===== src/rtl/core/cdap_pkg.sv =====
// Package for the depth average pulse block: widths, register indexes,
// cloud record type, queue status type and back-end state type. No dependencies.
package cdap_pkg;

   localparam int DEPTH_W     = 16;
   localparam int CONF_W      = 11;
   localparam int LIMIT_W     = 8;
   localparam int SUM_W       = 32;
   localparam int COUNT_W     = 17;
   localparam int RATE_W      = 15;
   localparam int CSR_INDEX_W = 1;
   localparam int CSR_DATA_W  = 11;
   localparam int GAIN_W      = 9;
   localparam int PROD_W      = SUM_W + GAIN_W;
   localparam int SCALE_SHIFT = 10;
   localparam int STEP_W      = 5;

   localparam logic [SUM_W-1:0]   SUM_MAX   = '1;
   localparam logic [COUNT_W-1:0] COUNT_MAX = '1;

   localparam logic [GAIN_W-1:0] RATE_GAIN = 9'd400;
   localparam logic [PROD_W-SCALE_SHIFT-1:0] RATE_OFFSET = 31'd50;

   localparam logic [CONF_W-1:0]  THRESHOLD_RESET  = 11'd410;
   localparam logic [LIMIT_W-1:0] SKIP_LIMIT_RESET = 8'd5;

   localparam logic [STEP_W-1:0] LAST_STEP = 5'd31;

   localparam logic [CSR_INDEX_W-1:0] REG_THRESHOLD  = 1'd0;
   localparam logic [CSR_INDEX_W-1:0] REG_SKIP_LIMIT = 1'd1;

   typedef struct packed {
      logic [SUM_W-1:0]   sum;
      logic [COUNT_W-1:0] count;
   } cdap_cloud_type;

   typedef struct packed {
      logic full;
      logic empty;
   } cdap_queue_status_type;

   typedef enum logic [1:0] {
      BK_IDLE,
      BK_DIVIDE,
      BK_SCALE,
      BK_FINISH
   } cdap_back_state_type;

endpackage


===== src/rtl/core/confident_depth_average_pulse_top.sv =====
// Top level of the confident depth average pulse block.
// Depends on cdap_pkg, cdap_front, cdap_queue and cdap_back.
//
// Usage:
//   req_ channel carries one depth-cloud point per word (depth, confidence,
//   has_point, last_point). The block takes a word on a rising edge where
//   req_valid is high and req_stall is low. Points stream at one per cycle
//   while req_stall is low. Points above the confidence threshold add to a
//   saturating sum and count; last_point closes the cloud. Only every
//   (skip_limit+2)th cloud gives a word on the rsp_ channel (none while
//   skip_limit is 255): the pulse rate from the cloud's mean depth. The
//   closing point passes the queue write, the divider load, the radix-2
//   divide steps, the multiply and the output register before rsp_valid
//   rises. The back end takes one emitting cloud at a time; the queue holds
//   QUEUE_DEPTH emitting clouds so the front keeps taking points while the
//   divider works. req_stall rises only when that queue is full or in reset.
//   Reset (synchronous, active high) restores the register defaults, clears
//   the sums, the skip counter, the queue and rsp_valid; req_stall is held
//   high during reset. A stalled rsp_ word holds until taken, and the back
//   end waits with its next result while the output register is occupied.
//   csr_ writes go straight to the registers, one per enabled cycle.
module confident_depth_average_pulse_top import cdap_pkg::*; #(
   parameter int QUEUE_DEPTH = 4
) (
   input  logic                   clock,
   input  logic                   reset,
   input  logic                   req_valid,
   output logic                   req_stall,
   input  logic [DEPTH_W-1:0]     req_depth,
   input  logic [CONF_W-1:0]      req_confidence,
   input  logic                   req_has_point,
   input  logic                   req_last_point,
   output logic                   rsp_valid,
   input  logic                   rsp_stall,
   output logic [RATE_W-1:0]      rsp_pulse_rate,
   input  logic                   csr_write_en,
   input  logic [CSR_INDEX_W-1:0] csr_index,
   input  logic [CSR_DATA_W-1:0]  csr_write_data
);

   logic                  accept;
   logic                  push;
   logic                  pop;
   cdap_cloud_type        push_cloud;
   cdap_cloud_type        head_cloud;
   cdap_queue_status_type status;

   // hold the sender while the queue has no room or reset is high
   assign req_stall = reset || status.full;
   assign accept    = req_valid && !req_stall;

   cdap_front u_front (
      .clock          (clock),
      .reset          (reset),
      .accept         (accept),
      .depth          (req_depth),
      .confidence     (req_confidence),
      .has_point      (req_has_point),
      .last_point     (req_last_point),
      .csr_write_en   (csr_write_en),
      .csr_index      (csr_index),
      .csr_write_data (csr_write_data),
      .push           (push),
      .push_cloud     (push_cloud)
   );

   cdap_queue #(
      .DEPTH (QUEUE_DEPTH)
   ) u_queue (
      .clock      (clock),
      .reset      (reset),
      .push       (push),
      .push_cloud (push_cloud),
      .pop        (pop),
      .head_cloud (head_cloud),
      .status     (status)
   );

   cdap_back u_back (
      .clock          (clock),
      .reset          (reset),
      .head_cloud     (head_cloud),
      .status         (status),
      .pop            (pop),
      .rsp_valid      (rsp_valid),
      .rsp_stall      (rsp_stall),
      .rsp_pulse_rate (rsp_pulse_rate)
   );

endmodule


===== src/rtl/core/cdap_front.sv =====
// Front end: accepts points, keeps saturating sum and count, runs the skip
// counter and pushes emitting clouds to the queue. Uses cdap_pkg.
module cdap_front import cdap_pkg::*; (
   input  logic                   clock,
   input  logic                   reset,
   input  logic                   accept,
   input  logic [DEPTH_W-1:0]     depth,
   input  logic [CONF_W-1:0]      confidence,
   input  logic                   has_point,
   input  logic                   last_point,
   input  logic                   csr_write_en,
   input  logic [CSR_INDEX_W-1:0] csr_index,
   input  logic [CSR_DATA_W-1:0]  csr_write_data,
   output logic                   push,
   output cdap_cloud_type         push_cloud
);

   logic [CONF_W-1:0]  threshold_ff, threshold_in;
   logic [LIMIT_W-1:0] limit_ff, limit_in;
   logic [SUM_W-1:0]   sum_ff, sum_in;
   logic [COUNT_W-1:0] count_ff, count_in;
   logic [LIMIT_W-1:0] skip_ff, skip_in;

   logic               keep;
   logic [SUM_W:0]     sum_wide;
   logic [SUM_W-1:0]   sum_upd;
   logic [COUNT_W-1:0] count_upd;
   logic               emit;

   always_comb begin
      keep      = has_point && (confidence > threshold_ff);
      sum_wide  = {1'b0, sum_ff} + {{(SUM_W+1-DEPTH_W){1'b0}}, depth};
      sum_upd   = sum_ff;
      count_upd = count_ff;
      if (keep) begin
         sum_upd   = sum_wide[SUM_W] ? SUM_MAX : sum_wide[SUM_W-1:0];
         count_upd = (count_ff == COUNT_MAX) ? count_ff : count_ff + 1'b1;
      end
      emit = skip_ff > limit_ff;
   end

   always_comb begin
      sum_in   = sum_ff;
      count_in = count_ff;
      skip_in  = skip_ff;
      if (accept) begin
         if (last_point) begin
            sum_in   = '0;
            count_in = '0;
            skip_in  = emit ? '0 : skip_ff + 1'b1;
         end else begin
            sum_in   = sum_upd;
            count_in = count_upd;
         end
      end
   end

   always_comb begin
      threshold_in = threshold_ff;
      limit_in     = limit_ff;
      if (csr_write_en) begin
         case (csr_index)
            REG_THRESHOLD:  threshold_in = csr_write_data;
            REG_SKIP_LIMIT: limit_in     = csr_write_data[LIMIT_W-1:0];
            default: ;
         endcase
      end
   end

   assign push             = accept && last_point && emit;
   assign push_cloud.sum   = sum_upd;
   assign push_cloud.count = count_upd;

   always_ff @(posedge clock) begin
      if (reset) begin
         threshold_ff <= THRESHOLD_RESET;
         limit_ff     <= SKIP_LIMIT_RESET;
         sum_ff       <= '0;
         count_ff     <= '0;
         skip_ff      <= '0;
      end else begin
         threshold_ff <= threshold_in;
         limit_ff     <= limit_in;
         sum_ff       <= sum_in;
         count_ff     <= count_in;
         skip_ff      <= skip_in;
      end
   end

endmodule


===== src/rtl/core/cdap_queue.sv =====
// Short queue of finished cloud totals between front and back end.
// Uses cdap_pkg for the record and status types.
module cdap_queue import cdap_pkg::*; #(
   parameter int DEPTH = 4
) (
   input  logic                  clock,
   input  logic                  reset,
   input  logic                  push,
   input  cdap_cloud_type        push_cloud,
   input  logic                  pop,
   output cdap_cloud_type        head_cloud,
   output cdap_queue_status_type status
);

   localparam int PTR_W = (DEPTH > 1) ? $clog2(DEPTH) : 1;
   localparam int CNT_W = $clog2(DEPTH + 1);
   localparam logic [PTR_W-1:0] PTR_LAST = PTR_W'(DEPTH - 1);
   localparam logic [CNT_W-1:0] CNT_FULL = CNT_W'(DEPTH);

   cdap_cloud_type   entry_ff [DEPTH];
   logic [PTR_W-1:0] wr_ptr_ff, wr_ptr_in;
   logic [PTR_W-1:0] rd_ptr_ff, rd_ptr_in;
   logic [CNT_W-1:0] fill_ff, fill_in;
   logic             do_push, do_pop;

   always_comb begin
      status.full  = (fill_ff == CNT_FULL);
      status.empty = (fill_ff == '0);
      do_push      = push && !status.full;
      do_pop       = pop && !status.empty;
      wr_ptr_in    = wr_ptr_ff;
      rd_ptr_in    = rd_ptr_ff;
      fill_in      = fill_ff;
      if (do_push) begin
         wr_ptr_in = (wr_ptr_ff == PTR_LAST) ? '0 : wr_ptr_ff + 1'b1;
      end
      if (do_pop) begin
         rd_ptr_in = (rd_ptr_ff == PTR_LAST) ? '0 : rd_ptr_ff + 1'b1;
      end
      if (do_push && !do_pop) begin
         fill_in = fill_ff + 1'b1;
      end else if (do_pop && !do_push) begin
         fill_in = fill_ff - 1'b1;
      end
   end

   assign head_cloud = entry_ff[rd_ptr_ff];

   always_ff @(posedge clock) begin
      if (do_push) begin
         entry_ff[wr_ptr_ff] <= push_cloud;
      end
   end

   always_ff @(posedge clock) begin
      if (reset) begin
         wr_ptr_ff <= '0;
         rd_ptr_ff <= '0;
         fill_ff   <= '0;
      end else begin
         wr_ptr_ff <= wr_ptr_in;
         rd_ptr_ff <= rd_ptr_in;
         fill_ff   <= fill_in;
      end
   end

endmodule


===== src/rtl/core/cdap_back.sv =====
// Back end: radix-2 divide of sum by count, scale to a pulse rate and hold
// the result in the output register. Uses cdap_pkg.
module cdap_back import cdap_pkg::*; (
   input  logic                  clock,
   input  logic                  reset,
   input  cdap_cloud_type        head_cloud,
   input  cdap_queue_status_type status,
   output logic                  pop,
   output logic                  rsp_valid,
   input  logic                  rsp_stall,
   output logic [RATE_W-1:0]     rsp_pulse_rate
);

   cdap_back_state_type state_ff, state_in;

   logic [SUM_W-1:0]   quo_ff, quo_in;
   logic [COUNT_W-1:0] rem_ff, rem_in;
   logic [COUNT_W-1:0] div_ff;
   logic               zero_ff;
   logic [STEP_W-1:0]  step_ff, step_in;
   logic [PROD_W-1:0]  prod_ff;
   logic               rsp_valid_ff, rsp_valid_in;
   logic [RATE_W-1:0]  rate_ff;

   logic load, do_step, out_load;
   logic [COUNT_W:0]  shifted;
   logic              ge;
   logic [COUNT_W:0]  diff;
   logic [SUM_W-1:0]  avg;
   logic [PROD_W-SCALE_SHIFT-1:0] scaled;
   logic [PROD_W-SCALE_SHIFT-1:0] rate_wide;

   // next state
   always_comb begin
      state_in = state_ff;
      case (state_ff)
         BK_IDLE:   if (!status.empty) state_in = BK_DIVIDE;
         BK_DIVIDE: if (step_ff == LAST_STEP) state_in = BK_SCALE;
         BK_SCALE:  state_in = BK_FINISH;
         BK_FINISH: if (!rsp_valid_ff || !rsp_stall) state_in = BK_IDLE;
         default:   state_in = BK_IDLE;
      endcase
   end

   // outputs
   always_comb begin
      load     = 1'b0;
      do_step  = 1'b0;
      out_load = 1'b0;
      case (state_ff)
         BK_IDLE:   load     = !status.empty;
         BK_DIVIDE: do_step  = 1'b1;
         BK_SCALE:  ;
         BK_FINISH: out_load = !rsp_valid_ff || !rsp_stall;
         default:   ;
      endcase
   end

   assign pop = load;

   always_comb begin
      shifted = {rem_ff, quo_ff[SUM_W-1]};
      diff    = shifted - {1'b0, div_ff};
      ge      = (shifted >= {1'b0, div_ff});
      rem_in  = ge ? diff[COUNT_W-1:0] : shifted[COUNT_W-1:0];
      quo_in  = {quo_ff[SUM_W-2:0], ge};
      step_in = step_ff + 1'b1;
      avg     = zero_ff ? '0 : quo_ff;
      scaled  = prod_ff[PROD_W-1:SCALE_SHIFT];
      rate_wide = (scaled <= RATE_OFFSET) ? '0 : scaled - RATE_OFFSET;
      rsp_valid_in = out_load || (rsp_valid_ff && rsp_stall);
   end

   always_ff @(posedge clock) begin
      if (load) begin
         quo_ff  <= head_cloud.sum;
         rem_ff  <= '0;
         div_ff  <= head_cloud.count;
         zero_ff <= (head_cloud.count == '0);
         step_ff <= '0;
      end else if (do_step) begin
         quo_ff  <= quo_in;
         rem_ff  <= rem_in;
         step_ff <= step_in;
      end
      if (state_ff == BK_SCALE) begin
         prod_ff <= avg * RATE_GAIN;
      end
      if (out_load) begin
         rate_ff <= rate_wide[RATE_W-1:0];
      end
   end

   always_ff @(posedge clock) begin
      if (reset) begin
         state_ff     <= BK_IDLE;
         rsp_valid_ff <= 1'b0;
      end else begin
         state_ff     <= state_in;
         rsp_valid_ff <= rsp_valid_in;
      end
   end

   assign rsp_valid      = rsp_valid_ff;
   assign rsp_pulse_rate = rate_ff;

endmodule


===== config.mk =====
export PLATFORM = sky130hd
export DESIGN_NAME = confident_depth_average_pulse_top
export DESIGN_NICKNAME = d
export VERILOG_FILES = /design/src/rtl/core/cdap_pkg.sv /design/src/rtl/core/confident_depth_average_pulse_top.sv /design/src/rtl/core/cdap_front.sv /design/src/rtl/core/cdap_queue.sv /design/src/rtl/core/cdap_back.sv
export SDC_FILE = /design/constraint.sdc
export NUM_CORES = 1
export LEC_CHECK = 0
export BUFFER_PORTS_ARGS = -buffer_cell sky130_fd_sc_hd__buf_2
export CAP_MARGIN = 20
export CORE_ASPECT_RATIO = 0.9
export CORE_UTILIZATION = 46
export CTS_CLUSTER_DIAMETER = 200
export DETAILED_ROUTE_END_ITERATION = 8
export SLEW_MARGIN = 10
export SYNTH_ARGS = -nofsm -noshare
export SYNTH_HDL_FRONTEND = slang
export SYNTH_SLANG_ARGS = --single-unit

===== constraint.sdc =====
create_clock -name clock -period 4.1 [get_ports clock]
set_input_delay 0.615 -clock clock [delete_from_list [all_inputs] [get_ports clock]]
set_output_delay 0.615 -clock clock [all_outputs]
set_load 0.03 [all_outputs]

==> results by group, run 1 <==
Layout
  • Final #Nets: 2247
  • Layout area overhead: 12.8%
  • Layout cell share with drive strength beyond 1: 12.9%
  • Filler cells: 3971
  • ANT cells: 0

Floorplan
  • IO Pins: 63
  • Starting Density: 47.2%
  • Die Y: 208 um
  • Full die area: 0.0479 mm2
  • Die width: 231 um
  • Core region area: 0.0458 mm2
  • FP Rows: 74

Yosys
  • EDFF count, synth: 292
  • Synthesized Nets: 2161
  • Largest family of logic cells by synthesized area: simple AND/OR/NAND/NOR gates
  • Ys async rst share: 0%
  • Synthesized flop and latch total: 402
  • Ys Warns: 0
  • Unique masters post-synth: 70
  • Top_reg_cell synth: edfxtp_1
  • Post-Syn Area: 0.0216 mm2
  • Synth Area per Inst: 11.1 um2
  • Register area share after synthesis: 50.7%
  • Post-synthesis mux area share: 6.13%
  • Cells after Synth: 1943
  • Simple-gate share of the synthesized area: 12.6%
  • Synth Area in XOR/XNOR: 4.78%
  • Synth Area in Compound Gates: 10.4%
  • Adder-Cell Fraction of Synth Area: 10.9%

Detailed routing
  • Vias: 14.0k
  • DRT Pass-1 Iters: 5
  • First DRT Iteration DRCs: 898
  • Via-to-Cell Ratio: 5.26
  • Post-DRT Antenna Nets: 0
  • Wire per inst: 15.9 um
  • DRC viols: 0
  • Final wirelength: 42400 um

Flow run
  • Max Cap Viol: 0

Clocking
  • Total CTS buffers: 44
  • TritonCTS sink count: 402
  • CTS tree: yes
  • Clock buffer depth: 3
  • # hold bufs at CTS: 0
  • H-Tree Depth: 2
  • Clock Pin Slew Worst Setup and Hold Paths: 60 ps
  • Root buffer selected by CTS: clkbuf_16
  • Clk_lat worst skew: 570 ps

STA
  • Tmin final: 3910 ps
  • Fmax: 0.256 GHz
  • Relative slew slack: 36.3%
  • Final Hold Fails: 0
  • Finish-stage setup viols: 0
  • Clk_skew: 20.3 ps
  • Max Slew Vio Count: 0
  • Hold Slack: 242 ps
  • Final TNS setup: 0 ps
  • Final period util: 95.5%
  • Actual slew at the worst max-slew pin: 951 ps

Setup path
  • Worst r2r path cells: 17
  • Crit start category: flip-flop
  • CP max-delay cell: fa_1
  • Cell repeated most along the worst path: a21o_1
  • Crit Path Max Fanout: 13
  • Critical path class: flip-flop to flip-flop
  • Setup crit end kind: flip-flop
  • Ordered list of cells on the worst path: buf_12 -> nand2b_2 -> nor2_1 -> ha_1 -> inv_1 -> fa_1 -> inv_1 -> ha_1 -> a21o_1 -> a21o_1 -> a21o_1 -> a21o_1 -> a41o_1 -> a211o_4 -> a21o_1 -> a21oi_2 -> xnor2_1
  • Critical Path RT: 4410 ps
  • Worst Path Arrival: 4220 ps
  • Slowest stage delay, CP: 470 ps

Power
  • P per Cell Area: 781 mW/mm2
  • Peak supply drop: 0.000416 V
  • Leak: 0.00997 uW

Global route
  • GRT Overall Usage: 17.9%
  • Largest net degree at the start of global routing: 58
  • Initial antenna violation count: 0
  • Grt total ovfl: 0
  • Vias in the first global route: 14.0k
  • First-pass GRT wire length: 70000 um

Place
  • I/O Buffers: 62
  • DP Wirelength: 29600 um
  • Placer Congestion: 0.832

Hold path
  • Hold WC Path Type: input port to flip-flop
  • Hold path depth: 2

Status
  • Status: finished, final reports clean
## synth_stat cells (15+ instances only)
cell type    n  share of area [%]
a21o_1      36                1.3
a21oi_1    115                2.7
a31oi_1     15               0.43
and2_1      24               0.69
and3_1      22               0.64
clkbuf_1    48               0.83
dfxtp_1    110                 10
edfxtp_1   292                 41
fa_1        27                2.5
ha_1       145                8.4
inv_1      175                3.0
mux2i_1     20               0.93
mux4_2      49                5.1
nand2_1    185                3.2
nand2b_1    38                1.1
nand3_1     19               0.44
nand4_1     22               0.64
nor2_1     170                3.0
nor2b_1     26               0.75
nor3_1      31               0.72
o21a_1      27               0.94
o21ai_0     70                1.6
xnor2_1     81                3.3
xor2_1      37                1.5
## area by class of cell
class | count | area (um2) | share of cell area, %
inverters | 176 | 661 | 2.71
multi-input cells | 1295 | 9790 | 40.2
clock inverters | 25 | 280 | 1.15
flip-flops and latches | 402 | 11000 | 45.0
well taps | 608 | 761 | 3.12
clock buffers | 54 | 1160 | 4.75
repair buffers | 110 | 754 | 3.09
## cells by family after synthesis
group           count (synthesis)
xor+xnor                      118
simple gates                  580
mux                            71
buf+inv                       246
flops                         402
fa+ha+maj                     172
compound gates                354
## cells in the final DEF (no fill, tap or decap), drive strengths merged, types with 6 or more instances in the layout
| master | Yosys | routed |
|---|---|---|
| mux2i | 20 | 20 |
| o21ai | 70 | 70 |
| mux4 | 49 | 49 |
| a21oi | 115 | 115 |
| xnor2 | 81 | 81 |
| buf | 22 | 109 |
| or3 | 11 | 11 |
| nand2b | 38 | 38 |
| inv | 175 | 177 |
| a211oi | 13 | 13 |
| xor2 | 37 | 37 |
| a31oi | 16 | 16 |
| nand4 | 22 | 22 |
| ha | 145 | 145 |
| clkbuf | 48 | 55 |
| nor4 | 14 | 14 |
| o21a | 27 | 27 |
| o31ai | 7 | 7 |
| or2 | 6 | 6 |
| a21o | 36 | 36 |
| nand3 | 19 | 19 |
| and3 | 22 | 22 |
| dfxtp | 110 | 110 |
| and2 | 25 | 25 |
| a211o | 6 | 6 |
| nor3 | 31 | 31 |
| clkinv | 1 | 16 |
| fa | 27 | 27 |
| edfxtp | 292 | 292 |
| nor2b | 26 | 26 |
| nor2 | 170 | 170 |
| o211ai | 8 | 8 |
| nand2 | 186 | 186 |
## report_power, final
part	internal [uW]	switching, uW	total (uW)	leakage (uW)
Clock	2280	1610	3900	0.000692
Combinational	4140	5070	9210	0.00568
Sequential	5480	456	5940	0.00360
Total	11900	7140	19000	0.00997
## worst max-delay path, delay by kind of cell, from the launching register on
family          cells  cell delay, ps
compound gates      8            1640
fa+ha+maj           3             920
flops               1             430
simple gates        2             320
buf+inv             3             270
xor+xnor            1              80
## state kept, by name, indices dropped and copies added (netlist names), named ones only
signal	flops
u_back.quo_ff	32
u_back.rsp_pulse_rate	15
u_front.limit_ff	8
u_queue.fill_ff	3
u_back.zero_ff	1
u_queue.entry_ff	196
u_back.rem_ff	17
u_front.threshold_ff	11
u_front.sum_ff	32
u_front.count_ff	17
u_front.skip_ff	8
u_back.step_ff	5
u_back.div_ff	17
u_back.state_ff	2
u_back.rsp_valid	1
u_back.prod_ff	31
u_queue.wr_ptr_ff	2
u_queue.rd_ptr_ff	2
## final timing paths
path | end | from | slack [ps]
worst max-delay path | u_back.prod_ff[32] | u_back.zero_ff | 190
worst min-delay path | u_front.threshold_ff[8] | csr_write_data[8] | 240
worst max register to register | u_back.prod_ff[32] | u_back.zero_ff | 190
worst min register to register | u_front.limit_ff[1] | u_front.limit_ff[1] | 460
## timing repair
action | 4_1_cts | 5_1_grt
endpoints found under the setup margin | 0 | 10
buffers inserted | 0 | 3
gates resized for setup | 0 | 20
## through the flow
stage	power [uW]	instances	util [%]	cell area, um2	worst slack, ps
after floorplan	13000	1943	-	21600	4.46
after global placement	14900	2586	49.7	22800	66.1
after detailed placement	15000	2586	49.7	22800	43.2
after CTS	19000	2665	52.9	24200	12.5
after global routing	20700	2670	53.2	24400	-4.80
final	19000	2670	53.2	24400	187
## per-layer routing
layer	share of wire, %	wire [um]	vias to the layer above	track usage [%]
li1	-	-	7103	-
met1	50	21200	6685	25.8
met2	45	18900	194	28.2
met3	3.5	1470	55	2.91
met4	1.7	738	0	4.52
met5	0	0	-	0
Note: power is estimated with default switching activity, not from simulation.
==> run 2, diff against run 1 <==
--- a/config.mk
+++ b/config.mk
@@ -7,7 +7,6 @@
 export LEC_CHECK = 0
 export BUFFER_PORTS_ARGS = -buffer_cell sky130_fd_sc_hd__buf_2
 export CAP_MARGIN = 20
-export CORE_ASPECT_RATIO = 0.9
 export CORE_UTILIZATION = 46
 export CTS_CLUSTER_DIAMETER = 200
 export DETAILED_ROUTE_END_ITERATION = 8
==> run 2 against run 1 <==
Design area up 0.84%. Clock skew up 6.7 ps. Final cell count up 0.26%. Global-route usage up 0.14 points. Clock-buffer cell count down 6. Largest cell class unchanged. Largest power group unchanged.
==> results by group, run 2 (synthesized netlist as in run 1, its figures left out) <==
Power
  • Leak: 0.0100 uW
  • Final Power: 19400 uW
  • P per Cell Area: 790 mW/mm2
  • Peak supply drop: 0.000428 V

Clocking
  • Clock Pin Slew Worst Setup and Hold Paths: 60 ps
  • TritonCTS sink count: 402
  • Clk_lat worst skew: 590 ps
  • H-Tree Depth: 2
  • CTS tree: yes
  • # hold bufs at CTS: 0
  • Clock buffer depth: 3
  • Total CTS buffers: 44
  • Root buffer selected by CTS: clkbuf_16

Floorplan
  • Core region area: 0.0465 mm2
  • FP Rows: 79
  • Die width: 219 um
  • Starting Density: 46.5%
  • Die Y: 219 um
  • IO Pins: 63
  • Full die area: 0.0479 mm2

Global route
  • Grt total ovfl: 0
  • Largest net degree at the start of global routing: 58
  • GRT Overall Usage: 18.1%
  • Initial antenna violation count: 0
  • First-pass GRT wire length: 69700 um
  • Vias in the first global route: 14.0k

Setup path
  • Critical path class: flip-flop to flip-flop
  • Crit Path Max Fanout: 6
  • CP max-delay cell: edfxtp_1
  • WP buf/inv: 2
  • FF-to-FF setup slack: 110 ps
  • Ordered list of cells on the worst path: clkbuf_16 -> nor2b_2 -> ha_1 -> ha_1 -> ha_1 -> a21o_1 -> ha_4 -> a21oi_1 -> o21ai_0 -> a31oi_2 -> o211ai_1 -> a41o_1 -> buf_4 -> a21oi_1 -> o22ai_1 -> a21oi_1 -> xnor2_1
  • Worst Path Arrival: 4300 ps
  • Crit start category: flip-flop
  • Slowest stage delay, CP: 500 ps
  • Setup crit end kind: flip-flop
  • Critical Path RT: 4420 ps
  • Cell family contributing the most delay on the critical path: compound AO/OA/AOI/OAI gates

Layout
  • Commonest non-fill, non-tap cells in the layout: edfxtp_1 (292), nand2_1 (185), inv_1 (171), nor2_1 (164), ha_1 (136)
  • Final #Nets: 2253
  • Layout area overhead: 13.7%
  • Commonest non-fill, non-tap cell in the layout: edfxtp_1
  • Core Util, Final: 52.9%
  • ANT cells: 0
  • Biggest regs: u_queue.entry_ff x196, u_back.quo_ff x32, u_front.sum_ff x32
  • Layout cell share with drive strength beyond 1: 14.2%
  • Design area: 0.0246 mm2
  • Largest register FFs: 196
  • Most flops, register: u_queue.entry_ff

Status
  • Status: finished, final reports clean

Place
  • Cell Area, Placed: 0.0228 mm2
  • I/O Buffers: 62
  • DP Wirelength: 29600 um
  • Dpl ws: 3.60 ps
  • Placer Congestion: 0.829

STA
  • Relative slew slack: 37.9%
  • Tmin final: 3990 ps
  • Actual slew at the worst max-slew pin: 929 ps
  • Hold Slack: 236 ps
  • Finish-stage setup viols: 0
  • Worst Slack Setup Final: 115 ps
  • Final period util: 97.2%
  • Final Hold Fails: 0
  • Clk_skew: 27.0 ps
  • Fmax: 0.251 GHz
  • Max Slew Vio Count: 0

Hold path
  • Hold WC Path Type: input port to flip-flop

Detailed routing
  • Post-DRT Antenna Nets: 0
  • Vias: 14.1k
  • Wire per inst: 15.9 um
  • Via-to-Cell Ratio: 5.27
  • DRC viols: 0
  • Final wirelength: 42600 um
  • DRT Pass-1 Iters: 5
  • First DRT Iteration DRCs: 852

Flow run
  • Max Cap Viol: 0
==> run 2: changes by cell type in the layout (fill, tap and decap cells not counted), moves of 3 or more <==
cell      previous run  this run
inv_2                1         4
clkinv_1             6        10
clkbuf_1             8         4
nand2b_4             2         5
ha_2                 0         3
buf_4               41        44
nor2_1             167       164
inv_1              174       171
ha_1               144       136
ha_4                 1         6
==> run 2: timing repair <==
item,in CTS,in global routing
buffers inserted,0,7
endpoints found under the setup margin,0,9
gates resized for setup,0,43
==> run 2: final timing paths <==
path	from	end	depth (start not counted)
hold reg to reg	u_front.limit_ff[7]	u_front.limit_ff[7]	2
setup / recovery	u_back.zero_ff	u_back.prod_ff[37]	17
hold / removal	csr_write_data[8]	u_front.threshold_ff[8]	2
setup reg to reg	u_back.zero_ff	u_back.prod_ff[37]	17
==> run 2: worst register-to-register path: stages (launching register included) <==
cell       delay (ps)
edfxtp_1          500
clkbuf_16         220
nor2b_2           140
ha_1              250
ha_1              200
ha_1              300
a21o_1            190
ha_4              280
a21oi_1            70
o21ai_0           210
a31oi_2            80
o211ai_1          310
a41o_1            260
buf_4             140
a21oi_1            80
o22ai_1           260
a21oi_1           120
xnor2_1           130
==> run 2: metrics by stage <==
stage | TNS [ps] | std cells
finish | 0 | 2677
global route | -171 | 2677
CTS | 0 | 2667
detailed placement | 0 | 2586
global placement | 0 | 2586
floorplan | 0 | 1943
==> run 2: layer usage <==
metal  global-route usage [%]  vias up  routed length, um
met2                     30.0      219              19600
met4                     4.75        0                912
li1                         -     7107                  -
met1                     24.5     6711              20500
met3                     2.97       64               1540
met5                        0        -                  0
==> run 2: area by class of cell <==
type	count	area, um2
repair buffers	116	833
fillers	4017	21900
well taps	607	759
multi-input cells	1295	9890
clock inverters	33	343
inverters	176	661
flip-flops and latches	402	11000
clock buffers	48	1120
==> run 2: where the power goes <==
group	total (uW)	switching (uW)	internal [uW]	leakage (uW)
Sequential	5940	459	5480	0.00360
Clock	3970	1660	2310	0.000702
Combinational	9510	5170	4340	0.00571
